**config.mk**
```make
export PLATFORM = sky130hd
export DESIGN_NAME = nrpcm_ctrl
export DESIGN_NICKNAME = d
export VERILOG_FILES = /design/src/rtl/core/nrpcm_pkg.sv /design/src/rtl/core/nrpcm_ctrl.sv
export VERILOG_INCLUDE_DIRS = /design/src /design/src/rtl/core
export SDC_FILE = /design/constraint.sdc
export NUM_CORES = 1
export LEC_CHECK = 0
export BUFFER_PORTS_ARGS = -buffer_cell sky130_fd_sc_hd__buf_4
export CORE_MARGIN = 5
export CORE_UTILIZATION = 45
export CTS_BUF_LIST = sky130_fd_sc_hd__clkbuf_16
export CTS_CLUSTER_DIAMETER = 120
export CTS_CLUSTER_SIZE = 16
export DETAILED_ROUTE_END_ITERATION = 6
export GPL_TIMING_DRIVEN = 0
export PLACE_DENSITY = 0.76
export SKIP_CTS_REPAIR_TIMING = 1
export SYNTH_ARGS = -nofsm -noshare
export SYNTH_HDL_FRONTEND = slang
export SYNTH_SLANG_ARGS = --single-unit
```
**constraint.sdc**
```tcl
create_clock -name clk -period 1.75 [get_ports clk]
set_input_delay 0.2625 -clock clk [delete_from_list [all_inputs] [get_ports clk]]
set_output_delay 0.2625 -clock clk [all_outputs]
set_load 0.005 [all_outputs]
```
**src/rtl/core/nearest_palette_color_map_unit_assert.svh**
```systemverilog
// Assertion macros shared by the nearest palette color map RTL.
`ifndef NEAREST_PALETTE_COLOR_MAP_UNIT_ASSERT_SVH
`define NEAREST_PALETTE_COLOR_MAP_UNIT_ASSERT_SVH
`ifndef SYNTH
// Same-cycle implication, checked outside reset.
`define NPCM_ASSERT(lbl, clk, rst_n, ante, cons, msg) \
	lbl: assert property (@(posedge clk) disable iff (!rst_n) (ante) |-> (cons)) \
		else $error(msg);
// Next-cycle implication, checked outside reset.
`define NPCM_ASSERT_NEXT(lbl, clk, rst_n, ante, cons, msg) \
	lbl: assert property (@(posedge clk) disable iff (!rst_n) (ante) |=> (cons)) \
		else $error(msg);
`else
`define NPCM_ASSERT(lbl, clk, rst_n, ante, cons, msg)
`define NPCM_ASSERT_NEXT(lbl, clk, rst_n, ante, cons, msg)
`endif
`endif

```
**src/rtl/core/nrpcm_pkg.sv**
```systemverilog
// Shared types and constants of the nearest palette color map.
package nrpcm_pkg;

	localparam int COLOR_W   = 8;
	localparam int PIX_W     = 32;
	localparam int CNT_W     = 9;
	localparam int SHIFT_W   = 5;
	localparam int CFG_IDX_W = 3;
	localparam int SQ_W      = 2 * COLOR_W;
	localparam int DIST_W    = SQ_W + 2;
	localparam int ENTRY_W   = 3 * COLOR_W;

	// Input commands
	localparam logic CMD_MAP   = 1'b0;
	localparam logic CMD_WRITE = 1'b1;

	// Configuration register indexes
	localparam logic [CFG_IDX_W-1:0] REG_USE_PALETTE   = 3'd0;
	localparam logic [CFG_IDX_W-1:0] REG_COLORS_IN_USE = 3'd1;
	localparam logic [CFG_IDX_W-1:0] REG_RED_SHIFT     = 3'd2;
	localparam logic [CFG_IDX_W-1:0] REG_GREEN_SHIFT   = 3'd3;
	localparam logic [CFG_IDX_W-1:0] REG_BLUE_SHIFT    = 3'd4;
	localparam logic [CFG_IDX_W-1:0] REG_ALPHA_BITS    = 3'd5;

	// Reset values
	localparam logic [CNT_W-1:0]   RST_COLORS_IN_USE = 9'd256;
	localparam logic [SHIFT_W-1:0] RST_RED_SHIFT     = 5'd16;
	localparam logic [SHIFT_W-1:0] RST_GREEN_SHIFT   = 5'd8;
	localparam logic [SHIFT_W-1:0] RST_BLUE_SHIFT    = 5'd0;

	typedef enum logic [1:0] {
		ST_IDLE,
		ST_SCAN,
		ST_DRAIN,
		ST_FINISH
	} state_t;

	// Controller to datapath
	typedef struct packed {
		logic             accept;   // input beat taken this cycle
		logic             write;    // accepted beat is a palette write
		logic             start;    // reset best-match tracking
		logic             issue;    // read one palette entry
		logic [CNT_W-1:0] scan_idx; // entry being read
		logic             load;     // move result into output register
	} dp_cmd_t;

	// Datapath to controller
	typedef struct packed {
		logic busy;      // distance pipeline holds entries
		logic out_valid; // output register full
		logic out_ready; // downstream takes the output beat
	} dp_sts_t;

endpackage

```
**src/rtl/core/nrpcm_ctrl.sv**
```systemverilog
// Sequencer for map queries, palette scans and palette writes.
`include "nearest_palette_color_map_unit_assert.svh"

module nrpcm_ctrl import nrpcm_pkg::*; (
	input  logic             clk,
	input  logic             arst_n,
	input  logic             req_valid,
	input  logic             req_command,
	output logic             req_ready,
	input  logic             use_palette,
	input  logic [CNT_W-1:0] cnt,
	input  dp_sts_t          sts,
	output dp_cmd_t          cmd
);

	state_t           state_q, state_d;
	logic [CNT_W-1:0] scan_q, scan_d;

	// State and scan counter
	always_ff @(posedge clk or negedge arst_n) begin
		if (!arst_n) begin
			state_q <= ST_IDLE;
			scan_q  <= '0;
		end else begin
			state_q <= state_d;
			scan_q  <= scan_d;
		end
	end

	// Next state and commands
	always_comb begin
		state_d      = state_q;
		scan_d       = scan_q;
		req_ready    = 1'b0;
		cmd          = '0;
		cmd.scan_idx = scan_q;
		unique case (state_q)
			ST_IDLE: begin
				req_ready  = 1'b1;
				cmd.accept = req_valid;
				if (req_valid) begin
					if (req_command == CMD_WRITE) begin
						cmd.write = 1'b1;
					end else if (use_palette) begin
						cmd.start = 1'b1;
						scan_d    = '0;
						state_d   = (cnt == '0) ? ST_FINISH : ST_SCAN;
					end else begin
						state_d = ST_FINISH;
					end
				end
			end
			ST_SCAN: begin
				cmd.issue = 1'b1;
				scan_d    = scan_q + 1'b1;
				if (scan_q == cnt - 1'b1) begin
					state_d = ST_DRAIN;
				end
			end
			ST_DRAIN: begin
				if (!sts.busy) begin
					state_d = ST_FINISH;
				end
			end
			ST_FINISH: begin
				if (!sts.out_valid || sts.out_ready) begin
					cmd.load = 1'b1;
					state_d  = ST_IDLE;
				end
			end
			default: begin
				state_d = ST_IDLE;
			end
		endcase
	end

	// Checks
	`NPCM_ASSERT(a_scan_in_range, clk, arst_n, state_q == ST_SCAN, scan_q < cnt, "scan past count")
	`NPCM_ASSERT(a_load_free, clk, arst_n, cmd.load, !sts.out_valid || sts.out_ready, "result overrun")
	`NPCM_ASSERT_NEXT(a_write_stays, clk, arst_n, cmd.accept && cmd.write, state_q == ST_IDLE, "write left idle")

endmodule

```
## Word level (Yosys, flattened, before mapping)

Index checks and enable logic that the tools add are counted.

- Bits in writable memories: 0
- Memories: 0
- Output and inout bits: 15
- Bits in read-only memories: 0
- Word-level logic and storage cells: 42
- Bits of input ports: 17
- Bits in registers: 11
- Bits in latches: 0

- Reduce and logical (&&, ||, !) cells: 7
- Equality and inequality tests: 10
- Shift-type cells: 0
- Divide/modulo/power cells: 0
- Add/sub/neg operators: 2
- Bitwise logic cells: 0
- Multiply operators: 0
- Muxes and demuxes: 21
- Order comparisons: 0

Operators with widths:

| kind | number |
|---|---|
| $mux W9 | 3 |
| $pmux W9 S2 | 1 |
| $mux W2 | 8 |
| $ne A2 B2 Y1 const B | 6 |
| $add A9 B1 Y9 const B | 1 |
| $eq A9 B9 Y1 | 1 |
| $logic_not A9 Y1 | 1 |
| $sub A9 B1 Y9 const B | 1 |
| $pmux W2 S4 | 1 |
| $mux W1 | 7 |
| $reduce_and A5 Y1 | 1 |
| $eq A2 B2 Y1 const B | 2 |
| $reduce_and A4 Y1 | 1 |
| $mux W3 | 1 |
| $eq A2 B1 Y1 const B | 1 |
| $logic_not A2 Y1 | 1 |
| $reduce_bool A2 Y1 | 1 |
| $logic_not A1 Y1 | 1 |
| $logic_or A1 B1 Y1 | 1 |

## Depth between registers and ports, before layout

Gate-level depths: netlist (run 1).

- Word-level depth: 6
- Depth in mapped cells: 8
- Gate-level depth less buffers: 8

## Worst setup path after synthesis (run 1)

Ideal clock, no wire load.

- Path kind: input to register
- Start: in cnt[0]
- End: reg state_q[1]
- Arrival time: 1.828 ns
- Buffers on the path: 0
- Data required time: 1.625 ns
- Slack: -0.203 ns
- Cell stages on the path: 8
- Path through: inv_1 > ha_1 > nor2b_1 > nand2_2 > or4_4 > o211ai_2 > nand4b_2 > mux2_4

- Longest elaborated chain between the ends: 6

Ends and longest elaborated chain:

| what | RTL line | text |
|---|---|---|
| from (decl) | nrpcm_ctrl.sv:11 | `input logic [CNT_W-1:0] cnt,` |
| parallel branches: the longest is 6 deep, another holds $sub A9 B1 Y9 | n/a |  |
| to (signal assigned) | nrpcm_ctrl.sv:25 | `state_q <= state_d;` |
| to (decl) | nrpcm_ctrl.sv:16 | `state_t state_q, state_d;` |

Several ways; the timed one is not identified. The select of a mux whose other input is x is not followed.
A chain may end at the register's enable or synchronous reset.

## Worst setup path in the final report (run 1)

- Start: reg state_q[1]
- End: reg scan_q[5]

- Longest elaborated chain between the ends: 3

Ends and longest elaborated chain:

| what | RTL line | text |
|---|---|---|
| $eq A2 B1 Y1 or $logic_not A2 Y1 (tied branches) | nrpcm_ctrl.sv:37 | `unique case (state_q)` |
| $reduce_bool A2 Y1 (no line) or $ne A2 B2 Y1 (tied branches) | n/a |  |
| $reduce_and A4 Y1 (no line) | n/a |  |
| to (signal assigned) | nrpcm_ctrl.sv:26 | `scan_q <= scan_d;` |
| to (decl) | nrpcm_ctrl.sv:17 | `logic [CNT_W-1:0] scan_q, scan_d;` |

Parallel ways exist; a longest one is shown, timed or not.

==> impl_metrics.json, run 1 <==
{
  "outcome": "finished, violations left",
  "violations": "negative setup slack",
  "crit_start": "state_q[1]",
  "cts_root_buffer": "clkbuf_16",
  "synth-async-reset-ratio": 1.00,
  "yosys.area.top_type": "dfrtp_1",
  "worst_pin_slew_ns": 0.480,
  "synth_cell_types": 43,
  "start_util": 0.462,
  "place_ws_ns": -0.331,
  "final_area_mm2": 0.00153,
  "place_area_mm2": 0.00132,
  "netlist.area_leader.share": 0.277,
  "vias": 989,
  "portBuffers": 31,
  "critPathBufInv": 1,
  "cts_buffer_depth": 2,
  "cts.clk_slew.worst_paths_ns": 0.04,
  "grtUsageTotal": 0.162,
  "endpoint_kind": "register",
  "p_seq_frac": 0.229,
  "num_rows": 17,
  "crit_family": "simple AND/OR/NAND/NOR gates",
  "hold_class": "in2async",
  "cts_buffers": 3,
  "met1_usage": 0.208,
  "viasPerCell": 5.35,
  "syn_area_um2": 992,
  "drt_iter0_markers": 7,
  "cpMaxStageDelayCell": "dfrtp_1",
  "period_minus_slack_ns": 1.93,
  "path_class": "reg2reg",
  "cts-htree-levels": 1,
  "syn_nets": 137,
  "max_freq_mhz": 519,
  "first_pass_iters": 4,
  "power.switching_mw": 0.667,
  "p_int_mw": 1.18,
  "layout_common_cells": "37 x buf_4, 10 x nor2_1, 10 x dfrtp_1",
  "fp.dieH_um": 57.0,
  "rsz0062_at_grt": "true",
  "seq_area_frac_synth": 0.277,
  "setup_viol": 7,
  "layout-drive-gt1-share": 0.439,
  "wirelength_um": 2780,
  "synthFlopType": "dfrtp_1",
  "comb_power_share": 0.550,
  "setup_tns_ns": -0.752,
  "cts_tree": "built",
  "die_w_um": 57.0,
  "startpoint_type": "register",
  "cts.sinks": 11,
  "syn_inst": 114,
  "period_share": 1.10,
  "grt_use_met3": 0.0181,
  "core_mm2": 0.00215,
  "wl_per_cell_um": 15.0,
  "post_synth.cell_area_avg_um2": 8.70,
  "grt.busiest_layer": "met2",
  "gr-total-overflow": 0,
  "grt_start_max_net_pins": 12,
  "power.total_mw": 1.85,
  "swShare": 0.361,
  "cpPeakStageDelay_ns": 0.42,
  "mostFrequentLayoutCell": "buf_4",
  "antenna_found_initial": 0,
  "relSlewSlack": 0.679,
  "reg2reg_from": "state_q[1]",
  "io_pins": 32,
  "area_growth_pct": 53.8,
  "clkPwrFrac": 0.220,
  "drv_slew": 0,
  "ir_drop_mv": 1.05,
  "crit_chain": "inv_2 -> ha_4 -> nand4b_1 -> o21ai_4 -> nand4_1 -> or3_1 -> a21oi_2",
  "synth-seq-cells": 11,
  "hold_viol_final": 0,
  "power.leakage_nw": 0.705,
  "drc_errors": 0,
  "power.density_mw_per_mm2": 1210,
  "grt_pass1_wl_um": 4210,
  "skew_ns": 0.00179,
  "dp_hpwl_um": 2000,
  "nNetsFinal": 181,
  "fillers": 159,
  "clock_latency_ns": 0.24,
  "ys_warn_count": 0,
  "die_area_mm2": 0.00324,
  "max_cap_violations": 0,
  "n_antenna_cell": 0,
  "required_ns": 1.92,
  "gp_congestion": 0.757,
  "synth_edf_count": 0,
  "cp.arrival_ns": 2.09,
  "grt_pass1_vias": 963,
  "grt_use_met2": 0.271,
  "synth_area_leaders": "dfrtp_1 28%, xor2_1 8.8%, ha_1 7.6%, inv_1 4.2%, nor2_1 3.8%",
  "fin_ws_ns": -0.177,
  "antenna_left": 0,
  "crit_fanout": 8
}
[layer usage]
layer / up-vias / share of wire
li1: 493 / -
met1: 464 / 0.42
met2: 24 / 0.51
met3: 8 / 0.046
met4: 0 / 0.026
met5: - / 0
[sequential cells by signal, indices dropped and copies added, names as in the netlist]
| name | flops |
|---|---|
| state_q | 2 |
| scan_q | 9 |
[metrics by stage]
stage	hold WS, ns	std cells	utilization
2_1_floorplan	-0.0331	114	-
3_3_place_gp	0.100	173	0.616
6_report	0.396	185	0.711
4_1_cts	-0.147	177	0.653
5_1_grt	0.420	185	0.711
3_5_place_dp	0.104	173	0.616
[synthesized netlist by cell type (2+ instances only)]
cell / number
dfrtp_1: 11
inv_1: 11
nor2_1: 10
xor2_1: 10
nand2_1: 7
ha_1: 6
a21oi_1: 5
o21ai_0: 5
nand3_1: 3
nand4_1: 3
nand4b_1: 3
xnor2_1: 3
and2_1: 2
and3_1: 2
mux2i_1: 2
nand3b_1: 2
nor2b_1: 2
or3_1: 2
[path summary, 6_finish.rpt]
path / end / slack (ns) / depth (start not counted)
setup / recovery: scan_q[5] / -0.18 / 7
setup reg to reg: scan_q[5] / -0.18 / 7
hold / removal: scan_q[7] / 0.40 / 2
hold reg to reg: scan_q[0] / 0.60 / 1
min in group clk: state_q[1] / 0.57 / 4
max in group asynchronous: scan_q[6] / 1.19 / 2
[logic make-up after synthesis]
group | count (synthesis) | share of synthesized area
xor gates and xnor gates | 13 | 0.115
and+or+nand+nor | 47 | 0.290
buffers and inverters | 12 | 0.0454
DFF | 11 | 0.277
adders and majority gates | 6 | 0.0757
muxes | 3 | 0.0353
AOI/OAI and AO/OA | 22 | 0.161
[layout make-up]
class | instances | area, um^2 | share of cell area
inverter | 11 | 58.8 | 0.0385
clock inverter | 1 | 3.75 | 0.00246
sequential | 11 | 277 | 0.181
multi-input combinational | 91 | 767 | 0.502
timing repair buffer | 40 | 310 | 0.203
clock buffer | 3 | 75.1 | 0.0492
tap | 28 | 35.0 | 0.0230
[power groups by stage]
| stage | combinational, mW | sequential (mW) | clock, mW |
|---|---|---|---|
| 6_report | 1.02 | 0.423 | 0.407 |
| 3_5_place_dp | 0.821 | 0.410 | 0 |
| 5_1_grt | 1.11 | 0.434 | 0.426 |
| 4_1_cts | 0.829 | 0.406 | 0.415 |
| 3_3_place_gp | 0.799 | 0.401 | 0 |
| 2_1_floorplan | 0.540 | 0.394 | 0 |
Note: power is estimated with default switching activity, not from simulation.
==> inputs of run 2 (changes only) <==
==> constraint.sdc (replaced) <==
create_clock -name clk -period 1.75 [get_ports clk]
set_input_delay 0.175 -clock clk [delete_from_list [all_inputs] [get_ports clk]]
set_output_delay 0.175 -clock clk [all_outputs]
set_load 0.005 [all_outputs]
==> run 2 against run 1 <==
Against the previous run:
- the flow still finishes with violations (negative setup slack)
- clock skew shrank 0.0013 ns
- combinational power is essentially flat
- cell count shrank 0.54%
==> impl_metrics.json, run 2 (synthesis gave the netlist of run 1 again) <==
{
  "power.total_mw": 1.85,
  "first_pass_iters": 4,
  "wl_met3_um": 89,
  "drc_errors": 0,
  "top_layer": "met4",
  "wirelength_um": 2700,
  "clock_latency_ns": 0.23,
  "largest_registers": "scan_q (9), state_q (2)",
  "met2_length_um": 1460,
  "power.leakage_nw": 0.699,
  "cts_buffer_depth": 2,
  "fillers": 160,
  "drt_iter0_markers": 9,
  "largest_reg_flops": 9,
  "io_pins": 32,
  "fp.dieH_um": 57.0,
  "worst_pin_slew_ns": 0.337,
  "gp_congestion": 0.773,
  "violations": "negative setup slack",
  "final_area_mm2": 0.00152,
  "fin_ws_ns": -0.188,
  "n_antenna_cell": 0,
  "antenna_found_initial": 0,
  "grt_start_max_net_pins": 12,
  "swShare": 0.360,
  "register_area_um2": 278,
  "top_register": "scan_q",
  "num_rows": 17,
  "finish.utilization": 0.706,
  "place_ws_ns": -0.317,
  "drv_slew": 0,
  "cts.sinks": 11,
  "period_share": 1.11,
  "cts-htree-levels": 1,
  "antenna_left": 0,
  "wl_met1_um": 1140,
  "core_mm2": 0.00215,
  "required_ns": 1.86,
  "power.density_mw_per_mm2": 1220,
  "startpoint_type": "register",
  "p_seq_frac": 0.236,
  "portBuffers": 31,
  "wl_per_cell_um": 14.7,
  "viasPerCell": 5.39,
  "grtUsageTotal": 0.149,
  "cts.clk_slew.worst_paths_ns": 0.04,
  "die_w_um": 57.0,
  "outcome": "finished, violations left",
  "mostFrequentLayoutCell": "buf_4",
  "die_area_mm2": 0.00324,
  "grt_pass1_vias": 909,
  "cts_tree": "built",
  "p_int_mw": 1.19,
  "gr-total-overflow": 0,
  "cts_buffers": 3,
  "area_growth_pct": 52.8,
  "skew_ns": 0.000508,
  "grt_pass1_wl_um": 3840,
  "max_cap_violations": 0,
  "path_class": "reg2reg",
  "holdWs_ns": 0.306,
  "start_util": 0.462,
  "cts_root_buffer": "clkbuf_16",
  "setup_viol": 8,
  "comb_power_share": 0.546,
  "multiInputGateArea_um2": 785,
  "hold_viol_final": 0,
  "endpoint_kind": "register",
  "place_area_mm2": 0.00131,
  "clkPwrFrac": 0.218,
  "nNetsFinal": 180,
  "layout-drive-gt1-share": 0.455,
  "r2r_setup_slack_ns": -0.19,
  "relSlewSlack": 0.775,
  "power.switching_mw": 0.666,
  "rsz0062_at_grt": "true",
  "dp_hpwl_um": 2000,
  "ir_drop_mv": 1.04,
  "hold_class": "in2async",
  "period_minus_slack_ns": 1.94,
  "layout_common_cells": "37 x buf_4, 9 x nor2_1, 9 x xor2_1, 9 x dfrtp_1, 8 x inv_1",
  "crit_fanout": 3,
  "cp.arrival_ns": 2.05,
  "vias": 992,
  "max_freq_mhz": 516
}
[run 2: per-stage QoR]
stage               TNS [ns]  std cells
CTS                    -1.35        177
global route           -1.50        184
detailed placement     -1.31        173
finish                -0.912        184
global placement       -1.04        173
floorplan             -0.104        114
[run 2: routing by layer]
metal	vias to the layer above	GRT usage
met5	-	0
met4	0	0.0596
met3	2	0.0226
met2	16	0.271
met1	486	0.174
li1	488	-
[run 2: worst paths after layout]
| kind | cells after the start | startpoint | endpoint |
|---|---|---|---|
| worst max-delay path | 7 | state_q[0] | state_q[1] |
| worst min-delay path | 2 | arst_n | scan_q[3] |
| worst max register to register | 7 | state_q[0] | state_q[1] |
| worst min register to register | 1 | scan_q[0] | scan_q[0] |
| max in group asynchronous | 2 | arst_n | scan_q[6] |
| min in group clk | 5 | req_command | scan_q[0] |
[run 2: area by class of cell]
cell class	instances	area share
clock buffers	3	0.0495
clock inverters	1	0.00248
inverters	11	0.0272
multi-input cells	91	0.517
flip-flops and latches	11	0.183
well taps	28	0.0231
repair buffers	39	0.197
[run 2: critical path, cell delays in order, from the launching register on]
cell	delay, ns
dfrtp_1	0.44
ha_2	0.22
and3b_1	0.15
a221o_1	0.31
o32a_1	0.19
nand3_2	0.08
nand4b_4	0.11
mux2_4	0.32
[run 2: power groups by stage]
stage	combinational, mW	clock, mW	sequential (mW)
after CTS	0.821	0.412	0.403
after global routing	1.10	0.427	0.451
after global placement	0.793	0	0.403
after floorplan	0.538	0	0.395
after detailed placement	0.817	0	0.406
final	1.01	0.403	0.438
